===== src/rtl/core/tksd_pkg.sv =====
// Shared types, codes and keypad tables for the terminal key sequence decoder.
package tksd_pkg;

    typedef logic [6:0] t_char;
    typedef logic [6:0] t_cmd;
    typedef logic [1:0] t_kind;

    // Result kinds
    localparam t_kind KIND_CHAR = 2'd0;
    localparam t_kind KIND_CMD  = 2'd1;
    localparam t_kind KIND_RAW  = 2'd2;

    // Editor command numbers
    localparam t_cmd CMD_BACKSPACE = 7'd0;
    localparam t_cmd CMD_UP        = 7'd1;
    localparam t_cmd CMD_DOWN      = 7'd2;
    localparam t_cmd CMD_RIGHT     = 7'd3;
    localparam t_cmd CMD_LEFT      = 7'd4;
    localparam t_cmd CMD_UNAS      = 7'd5;
    localparam t_cmd CMD_DELCH     = 7'd6;
    localparam t_cmd CMD_INSMODE   = 7'd7;
    localparam t_cmd CMD_MSRCH     = 7'd8;
    localparam t_cmd CMD_PSRCH     = 7'd9;
    localparam t_cmd CMD_MARK      = 7'd10;
    localparam t_cmd CMD_MPAGE     = 7'd11;
    localparam t_cmd CMD_PPAGE     = 7'd12;
    localparam t_cmd CMD_PICK      = 7'd13;
    localparam t_cmd CMD_MLINE     = 7'd14;
    localparam t_cmd CMD_PLINE     = 7'd15;
    localparam t_cmd CMD_SETFILE   = 7'd16;
    localparam t_cmd CMD_COMMAND   = 7'd17;
    localparam t_cmd CMD_CLOSE     = 7'd18;
    localparam t_cmd CMD_OPEN      = 7'd19;
    localparam t_cmd CMD_SPLIT     = 7'd20;
    localparam t_cmd CMD_CQUOTE    = 7'd21;
    localparam t_cmd CMD_ERASE     = 7'd22;
    localparam t_cmd CMD_LWIN      = 7'd23;
    localparam t_cmd CMD_JOIN      = 7'd24;
    localparam t_cmd CMD_RWIN      = 7'd25;
    localparam t_cmd CMD_DWORD     = 7'd26;
    localparam t_cmd CMD_PLAY      = 7'd27;
    localparam t_cmd CMD_RECORD    = 7'd28;
    localparam t_cmd CMD_REPLACE   = 7'd29;
    localparam t_cmd CMD_TABS      = 7'd30;
    localparam t_cmd CMD_BTAB      = 7'd31;
    localparam t_cmd CMD_CHWIN     = 7'd32;

    // Character codes
    localparam t_char CH_DEL      = 7'h7F;
    localparam t_char CH_SPACE    = 7'h20;
    localparam t_char CH_ESC      = 7'h1B;
    localparam t_char CH_LBRACKET = 7'h5B;
    localparam t_char CH_UPPER_O  = 7'h4F;
    localparam t_char CH_UPPER_A  = 7'h41;
    localparam t_char CH_UPPER_B  = 7'h42;
    localparam t_char CH_UPPER_C  = 7'h43;
    localparam t_char CH_UPPER_D  = 7'h44;
    localparam t_char CH_UPPER_M  = 7'h4D;
    localparam t_char CH_UPPER_S  = 7'h53;
    localparam t_char CH_LOWER_L  = 7'h6C;
    localparam t_char CH_LOWER_Y  = 7'h79;

    // Control characters
    localparam t_char CTL_A = 7'd1;
    localparam t_char CTL_B = 7'd2;
    localparam t_char CTL_C = 7'd3;
    localparam t_char CTL_E = 7'd5;
    localparam t_char CTL_H = 7'd8;
    localparam t_char CTL_J = 7'd10;
    localparam t_char CTL_L = 7'd12;
    localparam t_char CTL_N = 7'd14;
    localparam t_char CTL_P = 7'd16;
    localparam t_char CTL_R = 7'd18;
    localparam t_char CTL_T = 7'd20;
    localparam t_char CTL_U = 7'd21;
    localparam t_char CTL_W = 7'd23;
    localparam t_char CTL_X = 7'd24;

    // Keypad tables: ESC O l..y and ESC O M..S
    localparam t_cmd PAD_LOWER [0:13] = '{
        CMD_DOWN, CMD_UP, CMD_DELCH, CMD_UNAS, CMD_INSMODE, CMD_MSRCH, CMD_PSRCH,
        CMD_MARK, CMD_MPAGE, CMD_PPAGE, CMD_PICK, CMD_MLINE, CMD_PLINE, CMD_SETFILE
    };
    localparam t_cmd PAD_UPPER [0:6] = '{
        CMD_COMMAND, CMD_UNAS, CMD_UNAS, CMD_CLOSE, CMD_OPEN, CMD_LEFT, CMD_RIGHT
    };

    function automatic t_cmd bracket_cmd(input t_char b);
        t_cmd r;
        case (b)
            CH_UPPER_A: r = CMD_UP;
            CH_UPPER_B: r = CMD_DOWN;
            CH_UPPER_C: r = CMD_RIGHT;
            CH_UPPER_D: r = CMD_LEFT;
            default:    r = CMD_UNAS;
        endcase
        return r;
    endfunction

    function automatic t_cmd ss3_cmd(input t_char b);
        t_char lo_off;
        t_char up_off;
        t_cmd  r;
        lo_off = b - CH_LOWER_L;
        up_off = b - CH_UPPER_M;
        if (b >= CH_LOWER_L && b <= CH_LOWER_Y) begin
            r = PAD_LOWER[lo_off[3:0]];
        end else if (b >= CH_UPPER_M && b <= CH_UPPER_S) begin
            r = PAD_UPPER[up_off[2:0]];
        end else begin
            r = CMD_UNAS;
        end
        return r;
    endfunction

    function automatic t_cmd ctlx_cmd(input t_char b, input logic rec);
        t_cmd r;
        case (b)
            CTL_A:   r = CMD_SETFILE;
            CTL_B:   r = CMD_SPLIT;
            CTL_C:   r = CMD_CQUOTE;
            CTL_E:   r = CMD_ERASE;
            CTL_H:   r = CMD_LWIN;
            CTL_J:   r = CMD_JOIN;
            CTL_L:   r = CMD_RWIN;
            CTL_N:   r = CMD_DWORD;
            CTL_P:   r = rec ? CMD_PLAY : CMD_UNAS;
            CTL_R:   r = rec ? CMD_RECORD : CMD_REPLACE;
            CTL_T:   r = CMD_TABS;
            CTL_U:   r = CMD_BTAB;
            CTL_W:   r = CMD_CHWIN;
            default: r = CMD_UNAS;
        endcase
        return r;
    endfunction

endpackage


===== src/rtl/core/terminal_key_sequence_decoder_top.sv =====
// Top level of the terminal key sequence decoder: parser state and result register.
//
// Usage:
//   Input channel (i_in_valid / o_in_stall / i_key_byte) carries one keyboard
//   word per handshake; bit 7 is ignored. Output channel (o_out_valid /
//   i_out_stall / o_out_kind / o_out_value) carries at most one result word
//   per input word: kind 0 printable char, 1 editor command, 2 raw control.
//   Prefix words (ESC, ESC [, ESC O, ctrl-X) only advance the parser and
//   produce no output word.
//   Result: a result is registered into the output register as its input
//   word is accepted. Throughput: one input word per cycle while o_in_stall
//   is low; the decode is a small next-state/table lookup between the parser
//   state register and the output register.
//   Stall: while the output register holds a word and i_out_stall is high,
//   o_in_stall is raised; the held word stays stable until taken. An input
//   word that yields no result still waits for the stall to clear.
//   Config: i_cfg_wr_en writes i_cfg_wr_data to the recording-enable bit;
//   write it only while idle. It is sampled when a ctrl-X sequence ends.
//   Reset (i_rst_n low, synchronous): parser idle, output empty, recording
//   disabled.
module terminal_key_sequence_decoder_top (
    input  logic                 i_clk,
    input  logic                 i_rst_n,
    input  logic                 i_cfg_wr_en,
    input  logic                 i_cfg_wr_data,
    input  logic                 i_in_valid,
    output logic                 o_in_stall,
    input  logic [7:0]           i_key_byte,
    output logic                 o_out_valid,
    input  logic                 i_out_stall,
    output tksd_pkg::t_kind      o_out_kind,
    output tksd_pkg::t_cmd       o_out_value
);
    import tksd_pkg::*;

    typedef enum logic [2:0] {
        ST_IDLE,
        ST_ESC,
        ST_BRACKET,
        ST_SS3,
        ST_CTLX
    } t_state;

    t_state r_state;
    t_state n_state;
    logic   r_rec;
    logic   r_out_valid;
    t_kind  r_out_kind;
    t_cmd   r_out_value;

    t_char  w_b;
    logic   w_in_acc;
    logic   w_res;
    t_kind  w_kind;
    t_cmd   w_val;

    assign w_b        = i_key_byte[6:0];
    // Input is held back only when a finished word is stuck at the output.
    assign o_in_stall = r_out_valid & i_out_stall;
    assign w_in_acc   = i_in_valid & ~o_in_stall;

    always_comb begin
        n_state = ST_IDLE;
        w_res   = 1'b1;
        w_kind  = KIND_CMD;
        w_val   = CMD_UNAS;
        case (r_state)
            ST_ESC: begin
                if (w_b == CH_LBRACKET) begin
                    n_state = ST_BRACKET;
                    w_res   = 1'b0;
                end else if (w_b == CH_UPPER_O) begin
                    n_state = ST_SS3;
                    w_res   = 1'b0;
                end
            end
            ST_BRACKET: w_val = bracket_cmd(w_b);
            ST_SS3:     w_val = ss3_cmd(w_b);
            ST_CTLX:    w_val = ctlx_cmd(w_b, r_rec);
            default: begin
                // idle (unused codes land here too)
                if (w_b == CH_DEL) begin
                    w_val = CMD_BACKSPACE;
                end else if (w_b >= CH_SPACE) begin
                    w_kind = KIND_CHAR;
                    w_val  = w_b;
                end else if (w_b == CH_ESC) begin
                    n_state = ST_ESC;
                    w_res   = 1'b0;
                end else if (w_b == CTL_X) begin
                    n_state = ST_CTLX;
                    w_res   = 1'b0;
                end else if (w_b == CTL_H) begin
                    w_val = CMD_BACKSPACE;
                end else if (w_b == CTL_C) begin
                    w_val = CMD_LEFT;
                end else begin
                    w_kind = KIND_RAW;
                    w_val  = w_b;
                end
            end
        endcase
    end

    always_ff @(posedge i_clk) begin
        if (!i_rst_n) begin
            r_state     <= ST_IDLE;
            r_rec       <= 1'b0;
            r_out_valid <= 1'b0;
        end else begin
            if (i_cfg_wr_en) begin
                r_rec <= i_cfg_wr_data;
            end
            if (w_in_acc) begin
                r_state <= n_state;
            end
            if (!r_out_valid || !i_out_stall) begin
                r_out_valid <= w_in_acc & w_res;
            end
        end
    end

    // Payload register, loaded only with a real result
    always_ff @(posedge i_clk) begin
        if (w_in_acc && w_res) begin
            r_out_kind  <= w_kind;
            r_out_value <= w_val;
        end
    end

    assign o_out_valid = r_out_valid;
    assign o_out_kind  = r_out_kind;
    assign o_out_value = r_out_value;

    // ESC taken while idle opens an escape sequence and yields nothing.
    a_esc_prefix: assert property (@(posedge i_clk) disable iff (!i_rst_n)
        (w_in_acc && r_state == ST_IDLE && w_b == CH_ESC)
        |=> (r_state == ST_ESC && !(o_out_valid && !$past(o_out_valid))))
        else $error("ESC prefix did not enter escape state silently");

    // Any final byte of a bracket, keypad or ctrl-X sequence returns to idle.
    a_seq_end: assert property (@(posedge i_clk) disable iff (!i_rst_n)
        (w_in_acc && (r_state == ST_BRACKET || r_state == ST_SS3 || r_state == ST_CTLX))
        |=> (r_state == ST_IDLE && o_out_valid && o_out_kind == KIND_CMD))
        else $error("sequence end did not produce a command");

    // Printable results are never below space; kind code 3 never appears.
    a_kind_ok: assert property (@(posedge i_clk) disable iff (!i_rst_n)
        o_out_valid |-> (o_out_kind != 2'd3 &&
                         (o_out_kind != KIND_CHAR || o_out_value >= CH_SPACE)))
        else $error("bad output kind/value");

    // Commands stay in the defined range.
    a_cmd_range: assert property (@(posedge i_clk) disable iff (!i_rst_n)
        (o_out_valid && o_out_kind == KIND_CMD) |-> (o_out_value <= CMD_CHWIN))
        else $error("command number out of range");

endmodule

===== config.mk =====
export PLATFORM = sky130hd
export DESIGN_NAME = terminal_key_sequence_decoder_top
export DESIGN_NICKNAME = d
export VERILOG_FILES = /design/src/rtl/core/tksd_pkg.sv /design/src/rtl/core/terminal_key_sequence_decoder_top.sv
export SDC_FILE = /design/constraint.sdc
export NUM_CORES = 1
export LEC_CHECK = 0
export BUFFER_PORTS_ARGS = -buffer_cell sky130_fd_sc_hd__buf_2
export CAP_MARGIN = 20
export CORE_ASPECT_RATIO = 0.75
export CORE_MARGIN = 2
export CORE_UTILIZATION = 51
export DETAILED_ROUTE_END_ITERATION = 12
export PLACE_DENSITY = 0.79
export SETUP_SLACK_MARGIN = 0.4
export SLEW_MARGIN = 20
export SYNTH_ARGS = -nofsm -noshare
export SYNTH_HDL_FRONTEND = slang
export SYNTH_SLANG_ARGS = --single-unit

===== constraint.sdc =====
create_clock -name i_clk -period 2.2 [get_ports i_clk]
set_clock_uncertainty 0.15 [all_clocks]
set_input_delay 0.11 -clock i_clk [delete_from_list [all_inputs] [get_ports i_clk]]
set_output_delay 0.11 -clock i_clk [all_outputs]
set_load 0.02 [all_outputs]

== Yosys cells after proc, flatten, opt, wreduce, memory -nomap -nowiden ==
Memory sizes are Yosys's and may differ from the RTL's.
Cells that the tools add are included.

* Register bits after elaboration: 14
* Bits of input ports: 14
* Memories kept: 2
* Output and inout bits: 11
* Bits in read-only memories: 168

{| class="wikitable"
|+ Memory list
! name !! depth !! width !! rd ports !! clocked after memory_dff !! write ports !! line !! source
|-
| (no name shown) || 16 || 7 || 1 || 0 || 0 || tksd_pkg.sv:107 || <nowiki>r = PAD_LOWER[lo_off[3:0]];</nowiki>
|-
| (no name shown) || 8 || 7 || 1 || 0 || 0 || tksd_pkg.sv:109 || <nowiki>r = PAD_UPPER[up_off[2:0]];</nowiki>
|}

* Reductions and logical operators: 9
* Order comparisons: 7
* Equality and inequality tests: 26
* $add $sub $neg: 2
* Muxes and demuxes: 36
* Bitwise operators: 6

{| class="wikitable"
|+ Operator list
! operator !! count
|-
| $mux 7 || 12
|-
| $pmux 6 s13 || 1
|-
| $eq 7x5->1 const B || 7
|-
| $eq 7x7->1 const B || 7
|-
| $eq 7x4->1 const B || 4
|-
| $pmux 7 s4 || 1
|-
| $eq 7x2->1 const B || 2
|-
| $ge 7x7->1 const B || 2
|-
| $le 7x7->1 const B || 2
|-
| $mux 3 || 4
|-
| $pmux 3 s4 || 1
|-
| $mux 1 || 11
|-
| $reduce_or 9->1 || 1
|-
| $eq 7x1->1 const B || 1
|-
| $eq 7x3->1 const B || 1
|-
| $ge 7x6->1 const B || 1
|-
| $eq 3x2->1 const B || 2
|-
| $mux 2 || 3
|-
| $pmux 3 s2 || 1
|-
| $ge 5x5->1 const B || 1
|-
| $mux 5 || 1
|-
| $not 4->5 || 1
|-
| $reduce_or 5->1 || 1
|-
| $ge 4x4->1 const B || 1
|-
| other kinds (12) || 17
|}

== Depth between registers and ports, before layout ==
* Depth after elaboration: 8
* Mapped depth: 9

== Worst setup path before layout ==
Ideal clock, no wire load.

* Kind: input port to flip-flop
* Start: input i_key_byte[2]
* End: register r_out_value[0], in the netlist o_out_value[0] (data pin)
* Arrival time: 1,802 ps
* Stages: 9
* Path slack: -11 ps
* Cells stage by stage: clkbuf_2 -> inv_1 -> ha_1 -> buf_4 -> nand2_1 -> a2111oi_0 -> nor2_1 -> o21a_1 -> a211o_1

* Longest elaborated chain between the ends: 8
* Elaborated cells on any way between the ends: 48

{| class="wikitable"
|+ RTL lines
! what !! line !! source
|-
| from (decl) || terminal_key_sequence_decoder_top.sv:28 || <nowiki>input logic [7:0] i_key_byte,</nowiki>
|-
| branches (longest 7 deep; another with $mem_v2 16x7) || - ||
|-
| $pmux 7 s4 (*) || terminal_key_sequence_decoder_top.sv:67 || <nowiki>case (r_state)</nowiki>
|-
| via w_val[0] || terminal_key_sequence_decoder_top.sv:55 || <nowiki>t_cmd w_val;</nowiki>
|-
| to (signal assigned) || terminal_key_sequence_decoder_top.sv:127 || <nowiki>r_out_value <= w_val;</nowiki>
|-
| to (decl) || terminal_key_sequence_decoder_top.sv:49 || <nowiki>t_cmd r_out_value;</nowiki>
|}

Mark *: on every way through the listed nets, which the timed path passes. The select of a mux whose other input is x is not followed.
A chain may end at the register's enable or synchronous reset.

== Worst setup path after layout ==
* Start: register r_state[1]
* End: register r_out_value[2], in the netlist o_out_value[2] (data pin)

* Longest elaborated chain between the ends: 2
* Elaborated cells on any way between the ends: 5

{| class="wikitable"
|+ RTL lines
! what !! line !! source
|-
| from (decl) || terminal_key_sequence_decoder_top.sv:44 || <nowiki>t_state r_state;</nowiki>
|-
| from (signal assigned) || terminal_key_sequence_decoder_top.sv:115 || <nowiki>r_state <= n_state;</nowiki>
|-
| $eq 3x3->1, or another cell as far along || terminal_key_sequence_decoder_top.sv:67 ||
|-
| $pmux 7 s4 (*) || terminal_key_sequence_decoder_top.sv:67 ||
|-
| via w_val[2] || terminal_key_sequence_decoder_top.sv:55 ||
|}

Mark *: on every way through the listed nets, which the timed path passes. The rest lies on a longest branch.

==> results.ini <==
[status]
outcome=finished clean

[synthesis]
synth_edf_count=9
synth-async-reset-ratio=0
ys.flop_type=edfxtp_1
avgSynthCellArea_um2=8.253
seq_area_frac_synth=0.2387
netlist_area_um2=1551
syn_nets=215
synth-warning-count=0
synth_cell_types=50
synthCells=188
ys_ff_latch=14

[drt]
wl_met2_mm=2.626
drtPass1Iterations=5
routedLengthMet1_mm=2.352
dr.max_layer_used=met4
route.met3.wl_um=539
vias=1881
routed_wirelength_mm=5.816
vias_per_cell=6.915
detail_route.wl_per_cell_um=21.38
drt_iter0_drc=214
antenna_left=0
drc=0

[place]
place_area_um2=1894
place_hpwl_mm=3.367
dpl_worst_slack_ns=0.02559
dp.cells=248
place_congestion=0.9418
io_buffers=23

[global_route]
antenna_found_initial=0
grt.total_usage=0.2900
overflow=0
grt_max_degree=27
grt_pass1_wl_mm=7.521
grt_pass1_vias=1549

[floorplanning]
die_x_um=67.69
core_area_um2=2914
num_rows=17
fp.dieArea_um2=3504
initial_core_util=0.5324
boundaryPins=25
die_h_um=51.77

[worst_hold_path]
min_from=i_cfg_wr_en
min_path_cells=3
hp-class=in -> reg
hold_end=r_rec$_SDFFE_PN0P_

[sta]
timing.final.hold_violations=0
setup_viol=0
fin_tns_setup_ns=0
grt_setup_unrepaired=yes
slew_viol_final=0
post-route-min-period_ns=1.852
fmax_ghz=0.5399
worst_pin_slew_ns=0.4561
relSlewSlack=0.6953
period_share=0.8419
setup_slack_ns=0.3478

[finish]
final_cells=272
layout.nets=262
multi_input_area_um2=1373
final_area_um2=2331
drive_gt1_frac=0.4444
nFillCells=170
area_delta_synth_final_pct=50.24
seq_area_um2=377.9
antennaDiodeCount=0

[clock_network]
cts_num_sinks=14
htree_levels=1
cts_root_buffer=clkbuf_8
cts_buffer_depth=2
numCtsBuffers=3
worstSkewPairLatency_ns=0.24
clk_pin_slew_ns=0.06
cts_tree=yes

[setup_path]
max_stage_delay_ns=0.41
worst_path_max_delay_cell=dfxtp_1
crit_chain=buf_4 -> nand2b_1 -> o311a_1 -> a221oi_1 -> a221oi_2 -> o211ai_1
critical_path.startpoint=r_state[1]$_SDFFE_PN0P_
worstSetupPathType=reg -> reg
crit_arrival_ns=1.69
rr_endpoint=o_out_value[2]$_DFFE_PP_
start_kind=flop
r2r-start=r_state[1]$_SDFFE_PN0P_
r2r_slack_ns=0.35
reg2reg_depth=6
crit_fanout=7
critPathCaptureType=flop
required_ns=2.04

[power_and_ir_drop]
irDropWorstVdd_mv=0.3498
p_total_uw=938.7
powerDensity_nw_per_um2=402.7
p_leak_nw=0.9179

[flow_run]
maxCapViolCount=0

-- critical path: cells and delay by family (launching register included) --
kind / cells / cell delay (ns)
compound gates: 4 / 0.62
flops: 1 / 0.41
simple gates: 1 / 0.21
buf+inv: 1 / 0.20
-- layout by cell type, fill, tap and decap left out, types with 3 or more instances in the layout --
cell,n
buf_4,26
buf_2,18
nand2_1,17
a21oi_1,10
edfxtp_1,9
nor2_1,8
o21ai_0,8
ha_4,7
buf_6,7
o211ai_1,6
o21ai_1,6
inv_1,5
ha_1,5
nand2b_1,4
nor3b_1,4
o21a_1,4
nor2b_1,3
nand2_4,3
a21boi_1,3
and2_1,3
mux2i_1,3
clkbuf_8,3
dfxtp_1,3
-- layer usage --
layer,up-vias,track usage
met4,0,0.06122
met2,153,0.4542
li1,801,-
met5,-,0
met3,41,0.07143
met1,886,0.4038
-- worst max path at each step --
stage | slack, ns | endpoint | cells past startpoint
3_3_place_gp | 0.05 | o_out_value[0]$_DFFE_PP_ | 8
2_1_floorplan | 0.41 | o_out_value[0]$_DFFE_PP_ | 6
6_report | 0.35 | o_out_value[2]$_DFFE_PP_ | 6
5_1_grt | 0.29 | o_out_value[2]$_DFFE_PP_ | 6
4_1_cts | 0.38 | o_out_value[3]$_DFFE_PP_ | 5
3_5_place_dp | 0.03 | o_out_value[0]$_DFFE_PP_ | 8
-- what timing repair did --
action / CTS / global route
hold buffers: 2 / 0
pin swaps: 6 / 19
endpoints found under the setup margin: 17 / 17
cloned: 1 / 0
buffers inserted: 5 / 12
hold endpoints to repair: 3 / 0
gates resized for setup: 18 / 47
-- where the power goes --
| part | total (mW) | switching [mW] | internal, mW |
|---|---|---|---|
| logic | 0.408 | 0.229 | 0.180 |
| clock network | 0.217 | 0.0938 | 0.124 |
| registers | 0.313 | 0.0101 | 0.303 |
-- cells in the mapped netlist (4+ instances only) --
| cell type | count | area [um2] |
|---|---|---|
| nor2_1 | 9 | 33.78 |
| a21boi_0 | 4 | 30.03 |
| nor3b_1 | 5 | 37.54 |
| edfxtp_1 | 9 | 270.3 |
| buf_2 | 4 | 20.02 |
| inv_1 | 10 | 37.54 |
| o21ai_0 | 14 | 70.07 |
| o21a_1 | 5 | 37.54 |
| ha_1 | 13 | 162.7 |
| o211ai_1 | 6 | 45.04 |
| nand2b_1 | 4 | 25.02 |
| dfxtp_1 | 5 | 100.1 |
| a21oi_1 | 12 | 60.06 |
| nand2_1 | 20 | 75.07 |
| clkbuf_1 | 7 | 26.28 |
-- cell families after synthesis --
family	count (synthesis)	synth area share
AO/OA/AOI/OAI	70	0.3170
XOR/XNOR	2	0.01129
adder cells (fa/ha/maj)	13	0.1048
buffers and inverters	25	0.07419
flip-flops	14	0.2387
multiplexers	7	0.05564
AND/OR/NAND/NOR	57	0.1984
-- per-stage QoR --
stage                       util  hold slack [ns]
after detailed placement  0.6501           0.2291
final                     0.7999         0.002233
after global placement    0.6501           0.2221
after global routing      0.7999          0.02608
after CTS                 0.7102         0.004591
after floorplan                -          0.07779
-- area by class of cell --
cell class                 instances  area share
clock buffer                       3     0.01771
clock inverter                     1    0.001610
inverter                          10     0.02630
multi-input combinational        150      0.5888
sequential                        14      0.1621
tap                               38     0.02040
timing repair buffer              56      0.1830
-- registers in the layout (all words and copies together) (netlist names) --
signal and flops:
o_out_value 7, o_out_valid 1, r_rec 1, r_state 3, o_out_kind 2
Power figures use the tool's default switching activity.
